[src/hw/rtl/hex_circle_span_generator_unit_assert.svh]
// Assertion macros for the hex circle span generator unit.
`ifndef HEX_CIRCLE_SPAN_GENERATOR_UNIT_ASSERT_SVH
`define HEX_CIRCLE_SPAN_GENERATOR_UNIT_ASSERT_SVH
`ifndef SYNTHESIS
`define HCSG_ASSERT_NOW(lbl, clk, rst, ante, cons, msg) \
  lbl: assert property (@(posedge clk) disable iff (rst) (ante) |-> (cons)) else $error(msg);
`define HCSG_ASSERT_NEXT(lbl, clk, rst, ante, cons, msg) \
  lbl: assert property (@(posedge clk) disable iff (rst) (ante) |=> (cons)) else $error(msg);
`else
`define HCSG_ASSERT_NOW(lbl, clk, rst, ante, cons, msg)
`define HCSG_ASSERT_NEXT(lbl, clk, rst, ante, cons, msg)
`endif
`endif

[src/hw/rtl/hcsg_pkg.sv]
// Shared types and constants for the hex circle span generator.
package hcsg_pkg;

  localparam int COORD_BITS     = 10;
  localparam int RADIUS_BITS    = 5;
  localparam int DIM_BITS       = 11;
  localparam int INDEX_BITS     = 6;
  localparam int CFG_INDEX_BITS = 1;
  localparam int DIM_LIMIT      = 1 << COORD_BITS;

  localparam logic [CFG_INDEX_BITS-1:0] CFG_MAP_WIDTH  = 1'd0;
  localparam logic [CFG_INDEX_BITS-1:0] CFG_MAP_HEIGHT = 1'd1;

  typedef struct packed {
    logic [COORD_BITS-1:0]  center_x;
    logic [COORD_BITS-1:0]  center_y;
    logic [RADIUS_BITS-1:0] radius;
  } hcsg_in_t;

  typedef struct packed {
    logic [COORD_BITS-1:0] row;
    logic [COORD_BITS-1:0] span_start;
    logic [COORD_BITS-1:0] span_end;
    logic                  visible;
    logic                  last;
  } hcsg_out_t;

  typedef struct packed {
    logic load;
    logic advance;
  } hcsg_cmd_t;

  typedef struct packed {
    logic scan_done;
  } hcsg_status_t;

endpackage

[src/hw/rtl/hcsg_ctrl.sv]
// Controller state machine for the hex circle span generator.
module hcsg_ctrl (
  input  logic                  clk,
  input  logic                  rst,
  input  logic                  start,
  input  hcsg_pkg::hcsg_status_t status,
  output hcsg_pkg::hcsg_cmd_t    cmd,
  output logic                  busy
);
  import hcsg_pkg::*;

  localparam logic ST_IDLE = 1'b0;
  localparam logic ST_SCAN = 1'b1;

  logic state;
  logic state_next;

  always_comb begin
    state_next = state;
    case (state)
      ST_IDLE: begin
        if (start) begin
          state_next = ST_SCAN;
        end
      end
      ST_SCAN: begin
        if (status.scan_done) begin
          state_next = ST_IDLE;
        end
      end
      default: begin
        state_next = ST_IDLE;
      end
    endcase
  end

  always_ff @(posedge clk) begin
    if (rst) begin
      state <= ST_IDLE;
    end else begin
      state <= state_next;
    end
  end

  assign busy        = (state == ST_SCAN);
  assign cmd.load    = start && (state == ST_IDLE);
  assign cmd.advance = (state == ST_SCAN);

endmodule

[src/hw/rtl/hcsg_datapath.sv]
// Datapath of the hex circle span generator: held item, scanline counter, span math.
`include "hex_circle_span_generator_unit_assert.svh"

module hcsg_datapath (
  input  logic                                 clk,
  input  logic                                 rst,
  input  hcsg_pkg::hcsg_cmd_t                   cmd,
  input  hcsg_pkg::hcsg_in_t                    request,
  input  logic                                 cfg_write,
  input  logic [hcsg_pkg::CFG_INDEX_BITS-1:0]  cfg_index,
  input  logic [hcsg_pkg::DIM_BITS-1:0]        cfg_data,
  output hcsg_pkg::hcsg_status_t                status,
  output hcsg_pkg::hcsg_out_t                   result,
  output logic                                 strobe
);
  import hcsg_pkg::*;

  logic [DIM_BITS-1:0]    map_width;
  logic [DIM_BITS-1:0]    map_height;
  logic [COORD_BITS-1:0]  held_center_x;
  logic [COORD_BITS-1:0]  held_center_y;
  logic [RADIUS_BITS-1:0] held_radius;
  logic [INDEX_BITS-1:0]  scan_index;
  hcsg_out_t              line;
  logic                   is_last;

  always_ff @(posedge clk) begin
    if (rst) begin
      map_width  <= DIM_BITS'(DIM_LIMIT);
      map_height <= DIM_BITS'(DIM_LIMIT);
    end else if (cfg_write) begin
      case (cfg_index)
        CFG_MAP_WIDTH:  map_width  <= cfg_data;
        CFG_MAP_HEIGHT: map_height <= cfg_data;
        default: begin
        end
      endcase
    end
  end

  always_ff @(posedge clk) begin
    if (rst) begin
      held_center_x <= '0;
      held_center_y <= '0;
      held_radius   <= '0;
      scan_index    <= '0;
    end else if (cmd.load) begin
      held_center_x <= request.center_x;
      held_center_y <= request.center_y;
      held_radius   <= request.radius;
      scan_index    <= '0;
    end else if (cmd.advance) begin
      scan_index <= is_last ? '0 : scan_index + INDEX_BITS'(1);
    end
  end

  assign is_last          = (scan_index == {held_radius, 1'b0});
  assign status.scan_done = is_last;

  always_comb begin
    logic [INDEX_BITS-1:0] shorts;
    logic [INDEX_BITS:0]   bottom_sum;
    logic [INDEX_BITS-1:0] from_bottom;
    logic                  even_col;
    logic [INDEX_BITS-1:0] hw;
    logic [DIM_BITS-1:0]   w;
    logic [DIM_BITS-1:0]   h;
    logic signed [11:0]    x1;
    logic signed [11:0]    x2;
    logic signed [11:0]    row;
    logic signed [11:0]    w_max;
    logic                  vis;

    shorts      = ({1'b0, held_radius} + INDEX_BITS'(1)) >> 1;
    bottom_sum  = {1'b0, scan_index} + {1'b0, shorts};
    from_bottom = {held_radius, 1'b0} - scan_index;
    even_col    = ~held_center_x[0];
    if (scan_index < shorts) begin
      hw = {scan_index[4:0], 1'b0} + {5'd0, even_col};
    end else if (bottom_sum > {1'b0, held_radius, 1'b0}) begin
      hw = {from_bottom[4:0], 1'b0} + {5'd0, ~even_col};
    end else begin
      hw = {1'b0, held_radius};
    end

    w = (map_width > DIM_BITS'(DIM_LIMIT)) ? DIM_BITS'(DIM_LIMIT) : map_width;
    h = (map_height > DIM_BITS'(DIM_LIMIT)) ? DIM_BITS'(DIM_LIMIT) : map_height;

    x1    = $signed({2'b00, held_center_x}) - $signed({6'd0, hw});
    x2    = $signed({2'b00, held_center_x}) + $signed({6'd0, hw});
    row   = $signed({2'b00, held_center_y}) - $signed({7'd0, held_radius})
          + $signed({6'd0, scan_index});
    w_max = $signed({1'b0, w}) - 12'sd1;
    if (x1 < 12'sd0) begin
      x1 = 12'sd0;
    end
    if (x2 > w_max) begin
      x2 = w_max;
    end
    vis = (row >= 12'sd0) && (row < $signed({1'b0, h})) && (x1 <= x2);

    line.visible    = vis;
    line.last       = is_last;
    line.row        = vis ? row[COORD_BITS-1:0] : '0;
    line.span_start = vis ? x1[COORD_BITS-1:0] : '0;
    line.span_end   = vis ? x2[COORD_BITS-1:0] : '0;
  end

  always_ff @(posedge clk) begin
    if (rst) begin
      strobe <= 1'b0;
    end else begin
      strobe <= cmd.advance;
    end
  end

  always_ff @(posedge clk) begin
    if (cmd.advance) begin
      result <= line;
    end
  end

  `HCSG_ASSERT_NOW(a_strobe_follows_scan, clk, rst, strobe, $past(cmd.advance), "strobe without scan")
  `HCSG_ASSERT_NOW(a_hidden_zero, clk, rst, strobe && !result.visible, (result.row == '0) && (result.span_start == '0) && (result.span_end == '0), "hidden item not zeroed")
  `HCSG_ASSERT_NOW(a_span_order, clk, rst, strobe && result.visible, result.span_start <= result.span_end, "span reversed")
  `HCSG_ASSERT_NEXT(a_last_marked, clk, rst, cmd.advance && status.scan_done, strobe && result.last && (scan_index == '0), "final scanline not marked")

endmodule

[src/hw/rtl/hex_circle_span_generator_unit.sv]
// Top level of the hex circle span generator unit.
//
//   channel   ports                          handshake
//   input     start, busy, request           taken when start && !busy
//   result    strobe, result                 one cycle, receiver always takes it
//   config    cfg_write, cfg_index, cfg_data taken when cfg_write
//
// The scanline counter in the datapath steps one scanline per cycle, so busy is
// high from the accept edge until the last of the 2*radius+1 scanlines of the
// item is computed. A new item is taken only after busy falls. Each result is
// registered and shows in the cycle after its scanline is computed. Synchronous
// reset sets both map sizes to 1024. The receiver cannot stall the block.
module hex_circle_span_generator_unit (
  input  logic                                 clk,
  input  logic                                 rst,
  input  logic                                 start,
  output logic                                 busy,
  input  hcsg_pkg::hcsg_in_t                    request,
  output logic                                 strobe,
  output hcsg_pkg::hcsg_out_t                   result,
  input  logic                                 cfg_write,
  input  logic [hcsg_pkg::CFG_INDEX_BITS-1:0]  cfg_index,
  input  logic [hcsg_pkg::DIM_BITS-1:0]        cfg_data
);
  import hcsg_pkg::*;

  hcsg_cmd_t    cmd;
  hcsg_status_t status;

  hcsg_ctrl u_ctrl (
    .clk    (clk),
    .rst    (rst),
    .start  (start),
    .status (status),
    .cmd    (cmd),
    .busy   (busy)
  );

  hcsg_datapath u_datapath (
    .clk       (clk),
    .rst       (rst),
    .cmd       (cmd),
    .request   (request),
    .cfg_write (cfg_write),
    .cfg_index (cfg_index),
    .cfg_data  (cfg_data),
    .status    (status),
    .result    (result),
    .strobe    (strobe)
  );

endmodule

[config.mk]
export PLATFORM = sky130hd
export DESIGN_NAME = hex_circle_span_generator_unit
export DESIGN_NICKNAME = d
export VERILOG_FILES = /design/src/hw/rtl/hcsg_pkg.sv /design/src/hw/rtl/hcsg_ctrl.sv /design/src/hw/rtl/hcsg_datapath.sv /design/src/hw/rtl/hex_circle_span_generator_unit.sv
export VERILOG_INCLUDE_DIRS = /design/src /design/src/hw/rtl
export SDC_FILE = /design/constraint.sdc
export NUM_CORES = 1
export LEC_CHECK = 0
export BUFFER_PORTS_ARGS = -buffer_cell sky130_fd_sc_hd__buf_4
export CORE_MARGIN = 8
export CORE_UTILIZATION = 30
export DETAILED_ROUTE_END_ITERATION = 10
export GPL_TIMING_DRIVEN = 0
export MAX_ROUTING_LAYER = met4
export PLACE_DENSITY_LB_ADDON = 0.05
export SLEW_MARGIN = 20
export SYNTH_ARGS = -nofsm -noshare
export SYNTH_HDL_FRONTEND = slang
export SYNTH_SLANG_ARGS = --single-unit
[constraint.sdc]
create_clock -name clk -period 9.6 [get_ports clk]
set_clock_uncertainty 0.1 [all_clocks]
set_input_delay 0.48 -clock clk [delete_from_list [all_inputs] [get_ports clk]]
set_output_delay 0.48 -clock clk [all_outputs]
set_load 0.005 [all_outputs]
Word-level counts from Yosys, hierarchy flattened --
Index checks and enable logic that the tools add are counted.
Storage, ports and cells: register bits 87, bits in latches 0, input bits 41, bits in read-only memories 0, memory bits (writable) 0, word-level logic and storage cells 53, memories 0, output and inout bits 34
Cells by class: shifts and indexed selects 0, mux-type cells 10, bitwise operators 3, equal/unequal tests 1, reduce and logical (&&, ||, !) cells 6, div/mod/pow operators 0, order comparisons 9, multiply operators 0, add/subtract/negate cells 11
Operator list (count):
- two-way mux 12 bit | 2
- > comparator 11 bit (second input constant) | 2
- two-way mux 11 bit | 2
- two-way mux 6 bit | 3
- adder 11 x 7 -> 12 bit | 1
- adder 6 x 1 -> 6 bit | 2
- >= comparator 12 x 1 -> 1 bit (second input constant) | 1
- > comparator 12 bit | 1
- <= comparator 12 bit | 1
- less-than comparator 12 x 1 -> 1 bit (second input constant) | 1
- less-than comparator 12 bit | 1
- subtractor 11 x 1 -> 12 bit (second input constant) | 1
- adder 10 x 6 -> 11 bit | 1
- subtractor 10 x 5 -> 11 bit | 1
- subtractor 10 x 6 -> 11 bit | 1
- adder 6 x 5 -> 7 bit | 1
- > comparator 7 x 6 -> 1 bit | 1
- adder 5 x 1 -> 6 bit (second input constant) | 1
- adder 6 x 1 -> 6 bit (second input constant) | 1
- == test 6 bit | 1
- less-than comparator 6 x 5 -> 1 bit | 1
- subtractor 5 bit | 1
- AND reduction 2 bit | 2
- logical AND 1 bit | 3
- 4 further kinds | 7

Logic depth before layout (Yosys ltp) --
depth in word-level cells 10, mapped depth 41, depth with buffers taken out 38

By module --
Synthesis repeated with hierarchy kept, for this count alone.
Unflattened totals: cells, all modules 728, area total of the unflattened synthesis 6461.2 sq um
By module, submodules not included:
- hcsg_datapath | area an instance 6408.6 sq um, sequential area each 2042.0 sq um, instances 1, cells an instance 723
- hcsg_ctrl | area an instance 52.6 sq um, sequential area each 20.0 sq um, instances 1, cells an instance 5

Worst setup path before layout --
No wires, ideal clock.
kind reg2reg, start point register u_datapath.held_radius[1], end point register, netlist name u_datapath.result[8], setup time 0.265 ns, required time 9.235 ns, cell stages (with the launch flop) 41, arrival 7.314 ns, path buffers 3, clock period less this slack 7.679 ns, path slack 1.921 ns, cells stage by stage dfxtp_1 inv_1 nor3_1 xnor2_1 ha_1 a21oi_1 nand2b_1 a21oi_1 nor2_1 xnor2_1 ha_1 nand4_1 o22ai_1 o21ai_1 nand2b_1 mux2i_1 ha_1 a211oi_1 [... 5 more ...] ha_1 o21ai_0 o21ai_0 o211ai_1 a311oi_4 buf_4 buf_2 o21ai_0 o31ai_1 ha_1 nor3_1 a22oi_1 o31ai_1 a21oi_1 o21ai_2 o211ai_4 buf_2 nor2_1
Between the ends: longest elaborated chain between the ends 10, elaborated cells between the ends (all ways) 21, classes of those cells add/sub (8); order compare (7); mux (4); reduce/logical (2)
RTL lines:
- start: declaration | line hcsg_datapath.sv:22 | logic [RADIUS_BITS-1:0] held_radius;
- start signal: assignment | line hcsg_datapath.sv:50 | held_radius <= request.radius;
- adder 5 x 1 -> 6 bit | line hcsg_datapath.sv:74 | shorts = ({1'b0, held_radius} + INDEX_BITS'(1)) >> 1;
- adder 6 x 5 -> 7 bit | line hcsg_datapath.sv:75 | bottom_sum = {1'b0, scan_index} + {1'b0, shorts};
- > comparator 7 x 6 -> 1 bit | line hcsg_datapath.sv:80 | end else if (bottom_sum > {1'b0, held_radius, 1'b0}) begin
- two-way mux 6 bit | line hcsg_datapath.sv:80
- two-way mux 6 bit | line hcsg_datapath.sv:78 | if (scan_index < shorts) begin
- subtractor 10 x 6 -> 11 bit or adder 10 x 6 -> 11 bit (tied branches) | line hcsg_datapath.sv:89, hcsg_datapath.sv:90
- less-than comparator 12 x 1 -> 1 bit or > comparator 12 bit (tied branches) | line hcsg_datapath.sv:94, hcsg_datapath.sv:97
- two-way mux 12 bit (on tied branches) | line hcsg_datapath.sv:94, hcsg_datapath.sv:97
- <= comparator 12 bit | line hcsg_datapath.sv:100 | vis = (row >= 12'sd0) && (row < $signed({1'b0, h})) && (x1 <= x2);
- logical AND 1 bit | line hcsg_datapath.sv:100
Parallel ways exist; a longest one is shown, timed or not. A chain may end at the register's enable or synchronous reset.

Final worst setup path --
start point register u_datapath.held_radius[0], end point register, netlist name u_datapath.result[8]
Between the ends: longest elaborated chain between the ends 10, elaborated cells between the ends (all ways) 21, classes of those cells add/sub (8); order compare (7); mux (4); reduce/logical (2)
RTL lines (line):
- adder 5 x 1 -> 6 bit | hcsg_datapath.sv:74
- adder 6 x 5 -> 7 bit | hcsg_datapath.sv:75
- > comparator 7 x 6 -> 1 bit | hcsg_datapath.sv:80
- two-way mux 6 bit | hcsg_datapath.sv:80
- two-way mux 6 bit | hcsg_datapath.sv:78
- subtractor 10 x 6 -> 11 bit or adder 10 x 6 -> 11 bit (tied branches) | hcsg_datapath.sv:89, hcsg_datapath.sv:90
- less-than comparator 12 x 1 -> 1 bit or > comparator 12 bit (tied branches) | hcsg_datapath.sv:94, hcsg_datapath.sv:97
- two-way mux 12 bit (on tied branches) | hcsg_datapath.sv:94, hcsg_datapath.sv:97
- <= comparator 12 bit | hcsg_datapath.sv:100
- logical AND 1 bit | hcsg_datapath.sv:100
Parallel ways exist; a longest one is shown, timed or not.

==> impl_results.md <==
* Antenna cells at 0
* Cell type with the highest aggregate area in the netlist: sky130_fd_sc_hd__dfxtp_1
* Startpoint of the most critical hold path: request[12]
* Biggest area contributors in the synthesized netlist: sky130_fd_sc_hd__dfxtp_1 (17%), sky130_fd_sc_hd__ha_1 (15%), sky130_fd_sc_hd__edfxtp_1 (15%)
* Placed wire-length estimate at 15.21 mm
* Maximum count of clock buffers along a single path at 2
* Time the worst path needs with I/O delays and setup at 8.957 ns
* Peak clock frequency supported by timing at 111.6 MHz
* R2r setup slk at 0.64 ns
* CTS H-tree depth at 3
* Post-route clock period utilization at 0.9330
* WL met3 at 631 um
* DR iter-0 viols at 158
* Initial antenna violation count at 0
* Overall fraction of global-route tracks in use at 0.1475
* Terminating pin of the worst hold path: u_datapath.held_center_y[7]$_SDFFE_PP0P_
* Kind of critical path: flop to flop
* Required time of the critical path at 9.59 ns
* Clock transition at the register clock pins on the worst setup and hold paths after CTS at 0.07 ns
* Worst Slack Setup Final at 0.6429 ns
* Synthesized instance count at 763
* Proportion of register bits with asynchronous set or reset after synthesis at 0
* Placement Rows at 54
* Post-place setup slack at 0.1450 ns
* Final WL at 18.66 mm
* Net count, final at 978
* Total buffers and inverters traversed by the critical path at 5
* Worst slew margin at 0.5791
* Top-area cell type share of the netlist area at 0.1688
* Layout-stage area growth over the synthesis result at 19.55%
* Setup violation total in the final timing report at 0
* Wirelength per Cell at 16.41 um
* Slowest cell delay on critical path at 0.52 ns
* Register cell area after layout at 2063 um2
* Die span in x at 163.5 um
* Hold Fails Final Rpt at 0
* Wire length on met1 at 8.619 mm
* Maximum VDD drop at 0.00008386 V
* Endpoint kind of the worst setup timing path: flop
* Ratio of cells with drive above 1 in the final layout at 0.1529
* Number of buffers added on ports at 73
* Sequential cell area fraction in the yosys report at 0.3161
* Area taken by multi-input logic gates at 4194 um2
* Ys flop type: sky130_fd_sc_hd__dfxtp_1
* Worst hold path cell count at 3
* # hold bufs at CTS at 0
* Count of max-cap constraint violations at 0
* Count of cells along the worst register-to-register path at 39
* Pwr per Cell Area at 179.0 nW/um2
* Number of top-level pins at 75
* R2r startpoint: u_datapath.held_radius[0]$_SDFFE_PP0P_
* Count of filler cells inserted in the layout at 2220
* CTS buffer count at 9
* Maximum number of pins on one net before global-route repair at 24
* Overall die area at 26720 um2
* Number of synthesized register bits at 87
* Fin. max-slew vios at 0
* Number of design rule violations left after detail routing at 0
* Met2 wirelength from detailed routing at 8.757 mm
* Outcome: finished, final reports clean
* Post-synth net total at 889
* Post-route total power at 1.396 mW
* Initial Util at 0.3026
* Total congestion overflow after global routing at 0
* Setup_tns at 0 ns
* Pleak at 3.160 nW
* Yosys warning total at 0
* Largest fanout on the critical path at 10
* Via-per-instance ratio at 4.918
* Vias in the first global route at 5602
* First-pass GRT wire length at 29.88 mm
* Via count at 5592
* Critical-path top delay cell: sky130_fd_sc_hd__dfxtp_1
* Least-Margin Pin Slew at 0.6255 ns
* Top delay family on crit path: compound AO/OA/AOI/OAI gates
* CTS Sinks at 87
* Global placement routability congestion at 0.8395
* Mapped Area at 6523 um2
* DR pass1 iterations at 4
* Top sig layer: met4
* Worst Path Arrival at 8.95 ns
* Syn Area/Cell at 8.549 um2
* Count of unique library cells instantiated by Yosys at 60
* Terminus of the critical flop-to-flop path: u_datapath.result[8]$_SDFFCE_PN0P_
* Number of antenna-violating nets in the routed design at 0
* CTS tree: yes
* Area of the core region at 21550 um2
* Overall die height at 163.5 um
* Startpoint class of the critical path: flop
* Synth top cells by count: sky130_fd_sc_hd__nand2_1 (124), sky130_fd_sc_hd__ha_1 (79), sky130_fd_sc_hd__a21oi_1 (74)
* Unrepaired setup endpoints after global routing: false
* Path category of the worst min-delay check: input pin to flop
* Most frequent cell after synthesis: sky130_fd_sc_hd__nand2_1
* Number of enable-type register cells in the synthesized netlist at 32
* Root Buffer: sky130_fd_sc_hd__clkbuf_16
* Clock latency on the worst-skew pair at 0.36 ns
## sequential cells by signal, summed over array words and instances (netlist names)
signal and flops:
u_datapath.held_center_x 10, u_datapath.strobe 1, u_ctrl.busy 1, u_datapath.map_width 11, u_datapath.held_radius 5, u_datapath.scan_index 6
u_datapath.result 32, u_datapath.held_center_y 10, u_datapath.map_height 11
## tightest hold or removal path, delay by kind of cell
family | cells | cell delay [ns]
buf+inv | 1 | 0.11
compound gates | 1 | 0.05
simple gates | 1 | 0.04
## cells by family after synthesis
kind of cell	count (synthesis)	synth area share
xor+xnor	39	0.05237
fa+ha+maj	85	0.1700
flops	87	0.3161
mux	17	0.02782
buf+inv	72	0.04393
compound gates	193	0.1926
simple gates	270	0.1972
## metrics by stage
stage / util / cells / cell area [um2] / hold WS (ns)
finish: 0.3618 / 1137 / 7797 / 0.2650
global route: 0.3618 / 1137 / 7797 / 0.2505
CTS: 0.3595 / 1133 / 7747 / 0.2496
detailed placement: 0.3456 / 1117 / 7450 / 0.3529
global placement: 0.3443 / 1116 / 7421 / 0.3489
floorplan: - / 763 / 6523 / 0.3363
## worst max-delay path by stage
| stage | from | endpoint | slack, ns | cells past startpoint |
|---|---|---|---|---|
| after global placement | u_datapath.held_radius[0]$_SDFFE_PP0P_ | u_datapath.result[4]$_SDFFCE_PN0P_ | 0.16 | 40 |
| after floorplan | u_datapath.held_radius[1]$_SDFFE_PP0P_ | u_datapath.result[8]$_SDFFCE_PN0P_ | 1.92 | 40 |
| after detailed placement | u_datapath.held_radius[0]$_SDFFE_PP0P_ | u_datapath.result[6]$_SDFFCE_PN0P_ | 0.14 | 40 |
| after CTS | u_datapath.held_radius[1]$_SDFFE_PP0P_ | u_datapath.result[8]$_SDFFCE_PN0P_ | 0.06 | 40 |
| after global routing | u_datapath.held_radius[1]$_SDFFE_PP0P_ | u_datapath.result[8]$_SDFFCE_PN0P_ | 0.03 | 39 |
| final | u_datapath.held_radius[0]$_SDFFE_PP0P_ | u_datapath.result[8]$_SDFFCE_PN0P_ | 0.64 | 39 |
## report_power, final
group / total (mW) / switching [mW] / internal [mW]
Clock: 0.359 / 0.165 / 0.194
Sequential: 0.454 / 0.0217 / 0.432
Combinational: 0.582 / 0.335 / 0.247
## routing by layer
metal,vias up,GRT usage
met3,31,0.02092
met1,2588,0.1787
met4,0,0.07149
li1,2869,-
met2,104,0.2376
met5,-,-
## cell type report
class	instances	area share
buffer	33	0.01797
clock buffer	10	0.03209
clock inverter	6	0.006098
inverter	39	0.01877
multi-input combinational	604	0.5379
sequential	87	0.2646
tap	280	0.04493
timing repair buffer	78	0.07766
## cells in the final DEF, fill, tap and decap left out, drive strengths merged, types with 32 or more instances in the layout
cell | netlist | layout
o21ai | 39 | 39
clkbuf | 27 | 37
nor2 | 55 | 55
dfxtp | 55 | 55
ha | 79 | 79
edfxtp | 32 | 32
buf | 6 | 84
nand2 | 124 | 124
inv | 39 | 42
a21oi | 75 | 75
## repair_timing
| item | CTS | global route |
|---|---|---|
| resized for setup | 0 | 4 |
| buffers inserted | 0 | 4 |
| setup endpoints to repair | 0 | 31 |
No activity file was read; power rests on OpenSTA's default activity.
